**config.mk**
```make
export PLATFORM = sky130hd
export DESIGN_NAME = i2c_master_bit_sequencer
export DESIGN_NICKNAME = d
export VERILOG_FILES = /design/src/sv/i2cbs_pkg.sv /design/src/sv/i2cbs_front.sv /design/src/sv/i2cbs_cmd_fifo.sv /design/src/sv/i2cbs_back.sv /design/src/sv/i2c_master_bit_sequencer.sv
export VERILOG_INCLUDE_DIRS = /design/src /design/src/sv
export SDC_FILE = /design/constraint.sdc
export NUM_CORES = 1
export LEC_CHECK = 0
export BUFFER_PORTS_ARGS = -buffer_cell sky130_fd_sc_hd__buf_2
export CAP_MARGIN = 20
export CORE_ASPECT_RATIO = 0.5
export CORE_MARGIN = 3
export CORE_UTILIZATION = 52
export DETAILED_ROUTE_END_ITERATION = 6
export HOLD_SLACK_MARGIN = 0.1
export PLACE_DENSITY = 0.72
export RECOVER_POWER = 50
export SLEW_MARGIN = 20
export SYNTH_ARGS = -nofsm -noshare
export SYNTH_HDL_FRONTEND = slang
export SYNTH_SLANG_ARGS = --single-unit
```
**constraint.sdc**
```tcl
create_clock -name clk_i -period 2.6 [get_ports clk_i]
set_input_delay 0.13 -clock clk_i [delete_from_list [all_inputs] [get_ports clk_i]]
set_output_delay 0.13 -clock clk_i [all_outputs]
set_load 0.005 [all_outputs]
```
**src/sv/i2c_master_bit_sequencer_macros.svh**
```systemverilog
// Assertion helpers used by the sequencer back end.
`ifndef I2C_MASTER_BIT_SEQUENCER_MACROS_SVH
`define I2C_MASTER_BIT_SEQUENCER_MACROS_SVH

// Check an implication or condition on every clock outside reset.
`define I2CBS_ASSERT(lbl, prop, msg) \
  lbl: assert property (@(posedge clk_i) disable iff (!rst_ni) (prop)) else $error(msg);

// Check that a condition never holds outside reset.
`define I2CBS_ASSERT_NEVER(lbl, cond, msg) \
  lbl: assert property (@(posedge clk_i) disable iff (!rst_ni) !(cond)) else $error(msg);

`endif

```
**src/sv/i2cbs_pkg.sv**
```systemverilog
package i2cbs_pkg;

  localparam int unsigned BITS_PER_BYTE = 8;
  localparam int unsigned BIT_W         = $clog2(BITS_PER_BYTE);
  localparam logic [BIT_W-1:0] BIT_LAST = BIT_W'(BITS_PER_BYTE - 1);

  localparam int unsigned CMDQ_DEPTH = 2;
  localparam int unsigned CMDQ_AW    = $clog2(CMDQ_DEPTH);

  localparam logic [BITS_PER_BYTE-1:0] READ_BIT_MASK = BITS_PER_BYTE'(1);

  // Command codes
  typedef enum logic [2:0] {
    MODE_START = 3'd0,
    MODE_STOP  = 3'd1,
    MODE_WRITE = 3'd2,
    MODE_READ  = 3'd3,
    MODE_PROBE = 3'd4
  } mode_e;

  // Status codes on the final phase
  localparam logic [1:0] ST_OK   = 2'd0;
  localparam logic [1:0] ST_NACK = 2'd1;
  localparam logic [1:0] ST_BUSY = 2'd2;

  // Line segments the back end runs, in bus order
  typedef enum logic [2:0] {
    SEG_IDLE,
    SEG_START,
    SEG_SEND,
    SEG_ACK,
    SEG_READ,
    SEG_RACK,
    SEG_STOP,
    SEG_BUSY
  } seg_e;

  typedef struct packed {
    logic [2:0]               mode;
    logic [BITS_PER_BYTE-1:0] data_byte;
    logic                     start_first;
    logic                     stop_after;
    logic                     send_nack;
    logic                     start_sda_level;
    logic                     stop_sda_level;
    logic                     ack_sda_level;
    logic [BITS_PER_BYTE-1:0] read_levels;
    logic                     idle_scl_level;
    logic                     idle_sda_level;
  } in_t;

  typedef struct packed {
    logic                     scl_out;
    logic                     sda_out;
    logic [BITS_PER_BYTE-1:0] read_data;
    logic [1:0]               status;
    logic                     last_phase;
  } out_t;

  // Segments still to run for one command
  typedef struct packed {
    logic start;
    logic send;
    logic ack;
    logic read;
    logic stop;
    logic busy;
  } seg_flags_t;

  // Classified command passed from front to back
  typedef struct packed {
    seg_flags_t               flags;
    logic [BITS_PER_BYTE-1:0] tx_byte;
    logic                     send_nack;
    logic [BITS_PER_BYTE-1:0] rx_data;
    logic [1:0]               status;
  } cmd_t;

  // Pick the earliest pending segment
  function automatic seg_e first_seg(input seg_flags_t f);
    seg_e s;
    if (f.start) begin
      s = SEG_START;
    end else if (f.send) begin
      s = SEG_SEND;
    end else if (f.ack) begin
      s = SEG_ACK;
    end else if (f.read) begin
      s = SEG_READ;
    end else if (f.stop) begin
      s = SEG_STOP;
    end else if (f.busy) begin
      s = SEG_BUSY;
    end else begin
      s = SEG_IDLE;
    end
    return s;
  endfunction

  // Clear the earliest pending segment
  function automatic seg_flags_t drop_first(input seg_flags_t f);
    seg_flags_t r;
    r = f;
    if (f.start) begin
      r.start = 1'b0;
    end else if (f.send) begin
      r.send = 1'b0;
    end else if (f.ack) begin
      r.ack = 1'b0;
    end else if (f.read) begin
      r.read = 1'b0;
    end else if (f.stop) begin
      r.stop = 1'b0;
    end else begin
      r.busy = 1'b0;
    end
    return r;
  endfunction

endpackage

```
**src/sv/i2cbs_front.sv**
```systemverilog
module i2cbs_front (
  input  logic                            clk_i,
  input  logic                            rst_ni,
  input  logic                            cfg_we_i,
  input  logic [i2cbs_pkg::BITS_PER_BYTE-1:0] cfg_wdata_i,
  input  logic                            push_i,
  input  logic                            full_i,
  input  i2cbs_pkg::in_t                  in_i,
  output logic                            cmd_push_o,
  output i2cbs_pkg::cmd_t                 cmd_o
);
  import i2cbs_pkg::*;

  logic [BITS_PER_BYTE-1:0] dev_addr_q;
  logic                     known;
  cmd_t                     cmd;

  // Hold the probe address
  always_ff @(posedge clk_i or negedge rst_ni) begin
    if (!rst_ni) begin
      dev_addr_q <= '0;
    end else if (cfg_we_i) begin
      dev_addr_q <= cfg_wdata_i;
    end
  end

  // Classify the command into segments and its final status
  always_comb begin
    cmd   = '0;
    known = 1'b1;
    case (in_i.mode)
      MODE_START: begin
        cmd.flags.start = 1'b1;
        cmd.status      = in_i.start_sda_level ? ST_NACK : ST_OK;
      end
      MODE_STOP: begin
        cmd.flags.stop = 1'b1;
        cmd.status     = in_i.stop_sda_level ? ST_OK : ST_NACK;
      end
      MODE_WRITE: begin
        cmd.flags.start = in_i.start_first;
        if (in_i.start_first && in_i.start_sda_level) begin
          cmd.flags.stop = 1'b1;
          cmd.status     = ST_NACK;
        end else begin
          cmd.flags.send = 1'b1;
          cmd.flags.ack  = 1'b1;
          cmd.flags.stop = in_i.stop_after | in_i.ack_sda_level;
          cmd.tx_byte    = in_i.data_byte;
          cmd.status     = in_i.ack_sda_level ? ST_NACK : ST_OK;
        end
      end
      MODE_READ: begin
        cmd.flags.read = 1'b1;
        cmd.send_nack  = in_i.send_nack;
        cmd.rx_data    = in_i.read_levels;
        cmd.status     = ST_OK;
      end
      MODE_PROBE: begin
        if (in_i.idle_scl_level && in_i.idle_sda_level) begin
          cmd.flags.start = 1'b1;
          cmd.flags.send  = 1'b1;
          cmd.flags.ack   = 1'b1;
          cmd.tx_byte     = dev_addr_q | READ_BIT_MASK;
          cmd.status      = in_i.ack_sda_level ? ST_NACK : ST_OK;
        end else begin
          cmd.flags.busy = 1'b1;
          cmd.status     = ST_BUSY;
        end
      end
      default: begin
        known = 1'b0;
      end
    endcase
  end

  // Drop unknown commands, forward the rest
  assign cmd_push_o = push_i && !full_i && known;
  assign cmd_o      = cmd;

endmodule

```
**src/sv/i2cbs_cmd_fifo.sv**
```systemverilog
module i2cbs_cmd_fifo (
  input  logic            clk_i,
  input  logic            rst_ni,
  input  logic            push_i,
  input  i2cbs_pkg::cmd_t wdata_i,
  output logic            full_o,
  input  logic            pop_i,
  output i2cbs_pkg::cmd_t rdata_o,
  output logic            empty_o
);
  import i2cbs_pkg::*;

  cmd_t               mem_q [CMDQ_DEPTH];
  logic [CMDQ_AW-1:0] wr_ptr_q, rd_ptr_q;
  logic [CMDQ_AW:0]   count_q;
  logic               do_push, do_pop;

  assign full_o  = (count_q == (CMDQ_AW+1)'(CMDQ_DEPTH));
  assign empty_o = (count_q == '0);
  assign do_push = push_i && !full_o;
  assign do_pop  = pop_i && !empty_o;
  assign rdata_o = mem_q[rd_ptr_q];

  // Store incoming words
  always_ff @(posedge clk_i) begin
    if (do_push) begin
      mem_q[wr_ptr_q] <= wdata_i;
    end
  end

  // Advance pointers and fill count
  always_ff @(posedge clk_i or negedge rst_ni) begin
    if (!rst_ni) begin
      wr_ptr_q <= '0;
      rd_ptr_q <= '0;
      count_q  <= '0;
    end else begin
      if (do_push) begin
        wr_ptr_q <= (wr_ptr_q == CMDQ_AW'(CMDQ_DEPTH - 1)) ? '0 : wr_ptr_q + 1'b1;
      end
      if (do_pop) begin
        rd_ptr_q <= (rd_ptr_q == CMDQ_AW'(CMDQ_DEPTH - 1)) ? '0 : rd_ptr_q + 1'b1;
      end
      case ({do_push, do_pop})
        2'b10:   count_q <= count_q + 1'b1;
        2'b01:   count_q <= count_q - 1'b1;
        default: count_q <= count_q;
      endcase
    end
  end

endmodule

```
**src/sv/i2cbs_back.sv**
```systemverilog
`include "i2c_master_bit_sequencer_macros.svh"

module i2cbs_back (
  input  logic            clk_i,
  input  logic            rst_ni,
  input  i2cbs_pkg::cmd_t cmd_i,
  input  logic            cmd_empty_i,
  output logic            cmd_pop_o,
  output i2cbs_pkg::out_t out_o,
  output logic            empty_o,
  input  logic            pop_i
);
  import i2cbs_pkg::*;

  seg_e                     seg_q, seg_d;
  seg_flags_t               flags_q, flags_d;
  logic [1:0]               step_q;
  logic [BIT_W-1:0]         bit_q;
  logic [BITS_PER_BYTE-1:0] sh_q;
  logic                     nack_q;
  logic [BITS_PER_BYTE-1:0] rx_q;
  logic [1:0]               status_q;
  logic                     scl_q, sda_q;
  logic                     out_valid_q;
  out_t                     out_q;

  logic ph_scl, ph_sda, seg_end;
  logic out_free, advance, done_seg, last_ph, load;
  seg_e pend_seg;

  assign out_free = !out_valid_q || pop_i;
  assign advance  = (seg_q != SEG_IDLE) && out_free;
  assign done_seg = advance && seg_end;
  assign pend_seg = first_seg(flags_q);
  assign last_ph  = seg_end && (seg_q != SEG_READ) && (pend_seg == SEG_IDLE);
  assign load     = ((seg_q == SEG_IDLE) || (done_seg && last_ph)) && !cmd_empty_i;
  assign cmd_pop_o = load;

  // Next segment
  always_comb begin
    seg_d   = seg_q;
    flags_d = flags_q;
    if (load) begin
      seg_d   = first_seg(cmd_i.flags);
      flags_d = drop_first(cmd_i.flags);
    end else if (done_seg) begin
      if (seg_q == SEG_READ) begin
        seg_d = SEG_RACK;
      end else begin
        seg_d   = pend_seg;
        flags_d = drop_first(flags_q);
      end
    end
  end

  // Line levels of the current phase
  always_comb begin
    ph_scl  = scl_q;
    ph_sda  = sda_q;
    seg_end = 1'b0;
    case (seg_q)
      SEG_START: begin
        case (step_q)
          2'd0:    ph_sda = 1'b1;
          2'd1:    ph_scl = 1'b1;
          2'd2:    ph_sda = 1'b0;
          default: begin
            ph_scl  = 1'b0;
            seg_end = 1'b1;
          end
        endcase
      end
      SEG_STOP: begin
        case (step_q)
          2'd0:    ph_sda = 1'b0;
          2'd1:    ph_scl = 1'b1;
          default: begin
            ph_sda  = 1'b1;
            seg_end = 1'b1;
          end
        endcase
      end
      SEG_SEND: begin
        case (step_q)
          2'd0:    ph_scl = 1'b0;
          2'd1:    ph_sda = sh_q[BITS_PER_BYTE-1];
          2'd2:    ph_scl = 1'b1;
          default: begin
            ph_scl  = 1'b0;
            seg_end = (bit_q == BIT_LAST);
          end
        endcase
      end
      SEG_ACK: begin
        case (step_q)
          2'd0:    ph_sda = 1'b1;
          2'd1:    ph_scl = 1'b1;
          default: begin
            ph_scl  = 1'b0;
            seg_end = 1'b1;
          end
        endcase
      end
      SEG_READ: begin
        case (step_q)
          2'd0:    ph_sda = 1'b1;
          2'd1:    ph_scl = 1'b0;
          2'd2:    ph_scl = 1'b1;
          default: begin
            ph_scl  = 1'b0;
            seg_end = (bit_q == BIT_LAST);
          end
        endcase
      end
      SEG_RACK: begin
        case (step_q)
          2'd0:    ph_sda = nack_q;
          2'd1:    ph_scl = 1'b1;
          default: begin
            ph_scl  = 1'b0;
            seg_end = 1'b1;
          end
        endcase
      end
      SEG_BUSY: begin
        seg_end = 1'b1;
      end
      default: begin
        seg_end = 1'b0;
      end
    endcase
  end

  // Segment state and line levels
  always_ff @(posedge clk_i or negedge rst_ni) begin
    if (!rst_ni) begin
      seg_q   <= SEG_IDLE;
      flags_q <= '0;
      step_q  <= '0;
      bit_q   <= '0;
      scl_q   <= 1'b1;
      sda_q   <= 1'b1;
    end else begin
      seg_q   <= seg_d;
      flags_q <= flags_d;
      if (advance) begin
        scl_q <= ph_scl;
        sda_q <= ph_sda;
        if (seg_end) begin
          step_q <= '0;
          bit_q  <= '0;
        end else if ((seg_q == SEG_SEND || seg_q == SEG_READ) && step_q == 2'd3) begin
          step_q <= (seg_q == SEG_SEND) ? 2'd1 : 2'd2;
          bit_q  <= bit_q + 1'b1;
        end else begin
          step_q <= step_q + 2'd1;
        end
      end
    end
  end

  // Command payload and send shifter
  always_ff @(posedge clk_i) begin
    if (load) begin
      sh_q     <= cmd_i.tx_byte;
      nack_q   <= cmd_i.send_nack;
      rx_q     <= cmd_i.rx_data;
      status_q <= cmd_i.status;
    end else if (advance && seg_q == SEG_SEND && step_q == 2'd3) begin
      sh_q <= {sh_q[BITS_PER_BYTE-2:0], 1'b0};
    end
  end

  // Output word register
  always_ff @(posedge clk_i or negedge rst_ni) begin
    if (!rst_ni) begin
      out_valid_q <= 1'b0;
    end else if (advance) begin
      out_valid_q <= 1'b1;
    end else if (pop_i) begin
      out_valid_q <= 1'b0;
    end
  end

  always_ff @(posedge clk_i) begin
    if (advance) begin
      out_q.scl_out    <= ph_scl;
      out_q.sda_out    <= ph_sda;
      out_q.read_data  <= last_ph ? rx_q : '0;
      out_q.status     <= last_ph ? status_q : ST_OK;
      out_q.last_phase <= last_ph;
    end
  end

  assign out_o   = out_q;
  assign empty_o = !out_valid_q;

  // Only one line changes per phase
  `I2CBS_ASSERT_NEVER(a_one_line, advance && (ph_scl != scl_q) && (ph_sda != sda_q), "both lines moved")
  // Intermediate phases carry no status
  `I2CBS_ASSERT(a_mid_status, out_valid_q && !out_q.last_phase |-> out_q.status == ST_OK, "status on mid phase")
  // Bit count only runs inside byte segments
  `I2CBS_ASSERT(a_bit_seg, bit_q != '0 |-> (seg_q == SEG_SEND || seg_q == SEG_READ), "stray bit count")

endmodule

```
**src/sv/i2c_master_bit_sequencer.sv**
```systemverilog
// Channel | Handshake     | Payload       | Word
// command | push / full   | in_i  (in_t)  | one bus command
// phase   | pop  / empty  | out_o (out_t) | one line phase (SCL, SDA)
// config  | cfg_we_i      | cfg_wdata_i   | probe address byte
//
// One phase word per clock while pop keeps up; a command yields 1 to 35 phases.
// The sequencer takes the next queued command as it emits the last phase of the
// current one; from idle it first loads the command, then emits its first phase.
// The two-deep command queue holds up to two commands while the sequencer works.
// Reset drives both lines released high; unknown modes are taken and dropped.
module i2c_master_bit_sequencer (
  input  logic                                clk_i,
  input  logic                                rst_ni,
  input  logic                                cfg_we_i,
  input  logic [i2cbs_pkg::BITS_PER_BYTE-1:0] cfg_wdata_i,
  input  logic                                push,
  output logic                                full,
  input  i2cbs_pkg::in_t                      in_i,
  output logic                                empty,
  input  logic                                pop,
  output i2cbs_pkg::out_t                     out_o
);
  import i2cbs_pkg::*;

  logic q_full, q_empty, q_push, q_pop;
  cmd_t q_wdata, q_rdata;

  // Classify commands
  i2cbs_front u_front (
    .clk_i      (clk_i),
    .rst_ni     (rst_ni),
    .cfg_we_i   (cfg_we_i),
    .cfg_wdata_i(cfg_wdata_i),
    .push_i     (push),
    .full_i     (q_full),
    .in_i       (in_i),
    .cmd_push_o (q_push),
    .cmd_o      (q_wdata)
  );

  // Decouple front and back
  i2cbs_cmd_fifo u_cmd_fifo (
    .clk_i  (clk_i),
    .rst_ni (rst_ni),
    .push_i (q_push),
    .wdata_i(q_wdata),
    .full_o (q_full),
    .pop_i  (q_pop),
    .rdata_o(q_rdata),
    .empty_o(q_empty)
  );

  // Drive line phases
  i2cbs_back u_back (
    .clk_i      (clk_i),
    .rst_ni     (rst_ni),
    .cmd_i      (q_rdata),
    .cmd_empty_i(q_empty),
    .cmd_pop_o  (q_pop),
    .out_o      (out_o),
    .empty_o    (empty),
    .pop_i      (pop)
  );

  assign full = q_full;

endmodule
```
### Yosys cells after proc, flatten, opt, wreduce, memory -nomap -nowiden

Memories as Yosys holds them, arrays and structs flattened.
Cells that the tools add are included.

* memories: 1
* output and inout bits: 15
* bits in writable memories: 50
* input bits: 40
* bits in registers: 61
* logic and storage cells: 183

Memories
* u_cmd_fifo.mem_q: depth 2, width 25, read ports 1, clocked after Yosys merged registers in 0, write ports 1, line i2cbs_cmd_fifo.sv:13 `cmd_t mem_q [CMDQ_DEPTH];`

* bitwise gates (word level): 1
* mux-type cells: 78
* eq/ne operators: 25
* reductions and logical operators: 47
* add/sub/neg operators: 6

Operators with widths (number)
* 2-to-1 mux 3 bit: 20
* 2-to-1 mux 8 bit: 4
* 2-to-1 mux 1 bit: 23
* equality test 3 bit, second input constant: 6
* 2-to-1 mux 6 bit: 3
* 2-to-1 mux 2 bit: 8
* one-hot mux 8 bit (2 select lines): 1
* logical AND 1 bit: 15
* one-hot mux 1 bit (2 select lines): 7
* equality test 3 x 2 -> 1 bit, second input constant: 4
* inequality test 2 bit, second input constant: 6
* 2-to-1 mux 5 bit: 2
* one-hot mux 1 bit (5 select lines): 2
* nonzero test 2 bit: 5
* OR reduction 2 bit: 5
* logical NOT 3 bit: 3
* 2-to-1 mux 9 bit: 1
* equality test 2 bit, second input constant: 4
* 2-to-1 mux 4 bit: 2
* one-hot mux 2 bit (2 select lines): 2
* one-hot mux 2 bit (4 select lines): 1
* AND reduction 7 bit: 1
* equality test 3 x 1 -> 1 bit, second input constant: 2
* AND reduction 6 bit: 1
* 19 further kinds: 29

### Longest topological paths before layout

Gate-level depths: netlist of run 1.

* depth in word-level cells: 14
* depth in mapped cells: 13
* gate-level depth less buffers: 11

### Modules after synthesis

From an unflattened synthesis of run 1, not the netlist that was laid out.

* cell total of the unflattened synthesis: 370
* area, all modules: 5172.5 um^2

Modules (own cells, without submodules)
* i2cbs_back: cells an instance 210, instances 1, seq. area each 1363.8 um^2, area an instance 2463.6 um^2
* i2cbs_cmd_fifo: cells an instance 96, instances 1, seq. area each 1601.5 um^2, area an instance 2102.0 um^2
* i2cbs_front: cells an instance 64, instances 1, seq. area each 175.2 um^2, area an instance 606.8 um^2

### Worst setup path after synthesis of run 1

No wires, ideal clock.

* path type: flip-flop to flip-flop
* start point: reg u_back.step_q[0]
* end point: reg u_cmd_fifo.count_q[1]
* arrival: 2.750 ns
* period minus slack after synthesis: 2.829 ns
* setup time: 0.079 ns
* path slack: -0.229 ns
* stages on the path, launching flop included: 13
* required time: 2.521 ns
* path buffers: 2
* path through: dfrtp_1 -> clkbuf_1 -> inv_1 -> ha_1 -> nor2_1 -> o21ai_0 -> a311oi_2 -> a21oi_1 -> buf_6 -> inv_1 -> ha_1 -> nor2_1 -> xor2_1

* word-level cells in the longest chain between the ends: 12
* elaborated cells on any way between the ends: 20
* classes of those cells: 4 x eq/ne; 5 x mux; 11 x reduce/logical

Ends and longest elaborated chain
* start, declared: line i2cbs_back.sv:17 `logic [1:0] step_q;`
* start signal, assigned: line i2cbs_back.sv:153 `step_q <= (seg_q == SEG_SEND) ? 2'd1 : 2'd2;`
* start signal, assigned: line i2cbs_back.sv:156 `step_q <= step_q + 2'd1;`
* equality test 2 bit, or another cell as far along: line i2cbs_back.sv:63, i2cbs_back.sv:84, i2cbs_back.sv:105
* OR reduction 3 bit (no line) / OR reduction 2 bit (equally long branches)
* 2-to-1 mux 1 bit (on tied branches)
* one-hot mux 1 bit (4 select lines) *: line i2cbs_back.sv:61 `case (seg_q)`
* logical AND 1 bit (2 in a row): line i2cbs_back.sv:35 `assign last_ph = seg_end && (seg_q != SEG_READ) && (pend_seg == SEG_IDLE);`
* logical AND 1 bit *: line i2cbs_back.sv:36 `assign load = ((seg_q == SEG_IDLE) || (done_seg && last_ph)) && !cmd_empty_i;`
* logical OR 1 bit *: line i2cbs_back.sv:36
* logical AND 1 bit *: line i2cbs_back.sv:36
* named net q_pop: line i2c_master_bit_sequencer.sv:25 `logic q_full, q_empty, q_push, q_pop;`
* logical AND 1 bit *: line i2cbs_cmd_fifo.sv:21 `assign do_pop = pop_i && !empty_o;`
* equality test 2 x 1 -> 1 bit / equality test 2 bit (equally long branches): line i2cbs_cmd_fifo.sv:44 `case ({do_push, do_pop})`
* one-hot mux 2 bit (2 select lines) / nonzero test 2 bit (equally long branches)
* end signal, assigned: line i2cbs_cmd_fifo.sv:45 `2'b10: count_q <= count_q + 1'b1;`
* end signal, assigned: line i2cbs_cmd_fifo.sv:46 `2'b01: count_q <= count_q - 1'b1;`
* end signal, assigned: line i2cbs_cmd_fifo.sv:47 `default: count_q <= count_q;`
* end, declared: line i2cbs_cmd_fifo.sv:15 `logic [CMDQ_AW:0] count_q;`

The timed path passes the listed nets; every way through them passes the cells marked *.
A chain may end at the register's enable or synchronous reset.

### Worst setup path after layout of run 1

Same ends and word-level chain as after synthesis.

==> results of run 1 <==
## report_power, final
group          total (mW)  leakage [nW]  internal [mW]  switching, mW
Sequential           2.79          1.08           2.50          0.284
Combinational        2.40          1.01           1.03           1.37
Clock                1.49         0.165          0.880          0.605
## cell type report
class | instances | share of cell area
repair buffers | 91 | 0.100
flip-flops and latches | 107 | 0.530
multi-input cells | 235 | 0.282
inverters | 9 | 0.00645
well taps | 117 | 0.0252
clock buffers | 10 | 0.0411
clock inverters | 6 | 0.0161
## Yosys cell counts (all sizes together) (5+ instances only)
cell type  instances
nor2              27
a22o              10
o21ai             26
nand2b             6
edfxtp            80
and2              21
or2                5
clkbuf            10
o22ai              5
ha                 7
a21oi             18
mux2              23
nand2             24
mux2i             11
inv                9
dfrtp             25
buf                6
## logic make-up (layout without fill, tap and decap cells)
family          count (synthesis)  count (layout)  share of synthesized area
compound gates                 90              90                      0.128
xor+xnor                        6               6                     0.0109
fa+ha+maj                       7               7                     0.0182
buf+inv                        25             116                     0.0241
flops                         107             107                      0.639
mux                            34              34                     0.0765
simple gates                   98              98                      0.103
## layer usage
layer / part of all wire / GRT usage / vias up
li1: - / - / 1545
met5: 0 / 0 / -
met4: 0.0071 / 0.0319 / 0
met2: 0.51 / 0.364 / 109
met1: 0.41 / 0.237 / 1574
met3: 0.065 / 0.0681 / 12
## final timing paths
path | startpoint | endpoint | slack [ps]
hold / removal | in_i[21] | u_cmd_fifo.mem_q[1][16] | 110
min in group asynchronous | rst_ni | u_back.bit_q[1] | 720
max in group asynchronous | rst_ni | u_back.step_q[0] | 850
setup reg to reg | u_back.step_q[0] | u_cmd_fifo.count_q[1] | 140
setup / recovery | u_back.step_q[0] | u_cmd_fifo.count_q[1] | 140
hold reg to reg | u_front.dev_addr_q[7] | u_front.dev_addr_q[7] | 520
## stage by stage
| stage | util | instance area, µm² | setup WS, ps | hold WS, ps | cells |
|---|---|---|---|---|---|
| 4_1_cts | 0.658 | 5830 | 69.7 | 102 | 574 |
| 3_3_place_gp | 0.596 | 5280 | 166 | 182 | 536 |
| 3_5_place_dp | 0.596 | 5280 | 53.3 | 198 | 536 |
| 6_report | 0.657 | 5820 | 139 | 109 | 575 |
| 5_1_grt | 0.657 | 5820 | 1.01 | 106 | 575 |
| 2_1_floorplan | - | 4830 | 9.10 | -166 | 367 |
## repair_timing
item	CTS	global route
setup endpoints to repair	1	20
resized for setup	1	2
setup buffers	0	1
hold endpoints to repair	60	0
hold buffers	22	0
pin swaps	0	2
## sequential cells by signal (all words and copies together), names as in the netlist, 2 cells and up
register / flops
u_back.sh_q: 8
u_back.status_q: 2
u_back.out_o: 13
u_back.flags_q: 5
u_cmd_fifo.count_q: 2
u_back.bit_q: 3
u_back.seg_q: 3
u_back.step_q: 2
u_cmd_fifo.mem_q: 48
u_front.dev_addr_q: 7
u_back.rx_q: 8
## cell usage in the layout (no fill, tap or decap), drive strengths merged, types with 3 or more instances in the layout
| cell | Yosys | routed |
|---|---|---|
| edfxtp | 80 | 80 |
| buf | 6 | 52 |
| nor2 | 27 | 27 |
| clkbuf | 10 | 27 |
| o21ai | 26 | 26 |
| dfrtp | 25 | 25 |
| nand2 | 24 | 24 |
| mux2 | 23 | 23 |
| dlygate4sd3 | 0 | 22 |
| and2 | 21 | 21 |
| a21oi | 18 | 18 |
| mux2i | 11 | 11 |
| a22o | 10 | 10 |
| inv | 9 | 10 |
| ha | 7 | 7 |
| nand2b | 6 | 6 |
| o22ai | 5 | 5 |
| or2 | 5 | 5 |
| nor2b | 4 | 4 |
| xnor2 | 4 | 4 |
| nand3b | 3 | 3 |
| o32ai | 3 | 3 |
| o211ai | 3 | 3 |
| o31ai | 3 | 3 |
==> metrics, run 1 <==
synthesis-stage register bit count 107; first-pass GRT wire length 16,100 µm; Critical Path Most Common Cell ha_1; GRT Total Usage 0.199; Worst EP arrival 2730 ps; Vias/cell 5.63; Seq/Total Area, Yosys 0.639; vias post-DR 3,240; CP Cell Sequence inv_1 -> ha_1 -> nor2_2 -> o21ai_0 -> a311oi_2 -> a21oi_4 -> clkinvlp_4 -> ha_1 -> nor2_1 -> xor2_1; CTS sink cnt 107; CTS Buffer Depth 2; Setup TNS 0 ps; WL per Instance 16.9 µm; Crit-path slowest cell dfrtp_2; TritonCTS Buffers 9; CP Buf/Inv Count 2; worst hold stages 2; router iterations before antenna repair 5; I/O pin count 55; drt drc 0; fillers 629; fraction of registers with async set/reset 0.252; remaining antenna violation count 0; CP max stage delay 470 ps; Initial Util 0.544; Nets 500; Peak supply drop 0.553 mV; R2R depth 10; clock-pin slew on the worst setup and hold paths 70 ps; worst hold path type input pin to flip-flop; level count of the clock H-tree 3; violated checks max-capacitance violations, max-slew violations; maximum number of pins on one net before global-route repair 28; area share of the largest cell type after synthesis 0.498; CP delay by family, top compound AO/OA/AOI/OAI gates; CP max FO 11; GPL Wtd Cong 0.896; number of diodes 0; post-route minimum period 2460 ps; TritonCTS clock tree built; Fmax 406 MHz; Layout area overhead 20.6%; Post-synth EDFFs 80; Post-Syn Nets 414; CP endpoint kind flip-flop; Iter 0 DRT Violations 242; Final Setup Violations 0; Die Span X 142 µm; cell accounting for the most synthesized area edfxtp_1; area of the multi-input gates 0.00164 mm²; Crit. path cell count 10; layout cells sized above 1 0.236; RSZ-0062 raised after global routing no; Pwr Total 6.67 mW; actual slew at the worst max-slew pin 1600 ps; vias in the first global route 3,292; critical setup path kind flip-flop to flip-flop; Power Dens Cells 1150 mW/mm²; die height 74.1 µm; ys flop type edfxtp_1; Fin. Hold Viols 0; fin. max-slew vios 38; Storage cell area 0.00308 mm²; Period Utilization, post-route 0.947; WP data required 2870 ps; headroom to the max-slew limit -0.0677; post-DP HPWL 6800 µm; synth warn 0; Mapped Area 0.00482 mm²; clk_skew 6.98 ps; die area 0.0105 mm²; outcome finished with violations; Avg Inst Size Synth 13.1 µm²; drt total wl 9710 µm; Root Driver clkbuf_16; clock latency on the worst-skew pair 350 ps; startpoint types flip-flop; Port-buffer cells 53; max_cap viols 2; top cells by area, synth edfxtp_1, dfrtp_1, mux2_2; core box area 0.00886 mm²; synth unique cells 53; final global-route overflow total 0; Pleak 2.26 nW; Synth Instances 367; initial antenna violation count 0; Row Count 24
(Power assumes the default switching activity.)
==> run 2: changes to the inputs <==
- MAX_ROUTING_LAYER: default -> met4
==> metrics, run 2 (synthesized netlist as in run 1, its figures left out) <==
CTS Buffer Depth 2; vias in the first global route 3,289; R2R depth 10; number of diodes 0; Fin. Hold Viols 0; Row Count 24; most frequent cells in the layout edfxtp_1, buf_2, nor2_1; initial antenna violation count 0; wl on met1 3990 µm; actual slew at the worst max-slew pin 1620 ps; CP max FO 11; level count of the clock H-tree 3; TritonCTS clock tree built; final global-route overflow total 0; post-DP HPWL 6800 µm; Power Dens Cells 1150 mW/mm²; startpoint types flip-flop; worst hold stages 2; post-route minimum period 2450 ps; die height 74.1 µm; HP Start in_i[21]; Iter 0 DRT Violations 278; vias post-DR 3,216; Pleak 2.26 nW; routed wl met2 5020 µm; remaining antenna violation count 0; RSZ-0062 raised after global routing no; die area 0.0105 mm²; Fmax 408 MHz; max FFs per register 48; first-pass GRT wire length 16,100 µm; Period Utilization, post-route 0.944; fin. max-slew vios 38; layout cells sized above 1 0.236; hold endpoint u_cmd_fifo.mem_q[1][16]; Largest Register u_cmd_fifo.mem_q; GRT Total Usage 0.206; GPL Wtd Cong 0.911; register-to-register path setup slack 150 ps; Initial Util 0.544; critical setup path kind flip-flop to flip-flop; clock latency on the worst-skew pair 350 ps; end of the worst register-to-register path u_cmd_fifo.count_q[1]; TritonCTS Buffers 9; Root Driver clkbuf_16; Final Setup Violations 0; Vias/cell 5.59; max_cap viols 2; Peak supply drop 0.549 mV; violated checks max-capacitance violations, max-slew violations; core box area 0.00886 mm²; router iterations before antenna repair 5; Nets 500; clk_skew 6.94 ps; top layer in use met4; fillers 629; maximum number of pins on one net before global-route repair 28; clock-pin slew on the worst setup and hold paths 70 ps; WL per Instance 16.8 µm; CP Launch Point u_back.step_q[0]; I/O pin count 55; Setup TNS 0 ps; worst setup margin 146 ps; outcome finished with violations; CP endpoint kind flip-flop; Setup Slack @ Placement 53.3 ps; drt drc 0; Port-buffer cells 53; reg2reg start u_back.step_q[0]; headroom to the max-slew limit -0.0845; Pwr Total 6.67 mW; Layout area overhead 20.6%; Die Span X 142 µm; WP data required 2870 ps; most common cell after layout, fill and taps aside edfxtp_1; worst hold path type input pin to flip-flop; CTS sink cnt 107; WL met3 589 µm; Worst EP arrival 2720 ps; drt total wl 9660 µm
## run 2: cell counts in the layout (fill, tap and decap cells not counted)
No cell type changed its count.
## run 2: timing repair
item,in CTS,in global routing
setup buffers,0,1
resized for setup,1,2
hold buffers,22,0
pin swaps,0,2
endpoints found under the setup margin,1,20
hold endpoints to repair,60,0
## run 2: layout make-up
type	count	area, µm²	share of cell area
multi-input combinational	235	1640	0.282
clock buffer	10	239	0.0411
timing repair buffer	91	582	0.100
sequential	107	3080	0.530
tap	117	146	0.0252
inverter	9	37.5	0.00645
clock inverter	6	93.8	0.0161
## run 2: worst max-delay path by stage
stage	to	slack, ps
3_5_place_dp	u_cmd_fifo.count_q[1]	50
6_report	u_cmd_fifo.count_q[1]	150
3_3_place_gp	u_cmd_fifo.count_q[1]	170
2_1_floorplan	u_cmd_fifo.count_q[1]	9
4_1_cts	u_cmd_fifo.count_q[1]	70
5_1_grt	u_cmd_fifo.count_q[1]	1
## run 2: critical path: stages (launching register included)
cell	delay, ps
dfrtp_2	470
inv_1	90
ha_1	230
nor2_2	220
o21ai_0	170
a311oi_2	400
a21oi_4	140
clkinvlp_4	100
ha_1	250
nor2_1	140
xor2_1	160
## run 2: metrics by stage
| step | instances | area, µm² | hold WS [ps] | utilization |
|---|---|---|---|---|
| after detailed placement | 536 | 5280 | 198 | 0.596 |
| after global placement | 536 | 5280 | 182 | 0.596 |
| after global routing | 575 | 5820 | 105 | 0.657 |
| final | 575 | 5820 | 107 | 0.657 |
| after CTS | 574 | 5830 | 102 | 0.658 |
| after floorplan | 367 | 4830 | -166 | - |
## run 2: report_power, final
| group | total (mW) | leakage, nW | internal, mW | switching (mW) |
|---|---|---|---|---|
| logic | 2.40 | 1.01 | 1.03 | 1.37 |
| registers | 2.78 | 1.08 | 2.50 | 0.281 |
| clock network | 1.49 | 0.165 | 0.880 | 0.605 |
## run 2: layer usage
layer / vias to the layer above / global-route usage
li1: 1547 / -
met4: 0 / 0.0319
met3: 12 / 0.0681
met1: 1546 / 0.239
met2: 111 / 0.364
met5: - / -
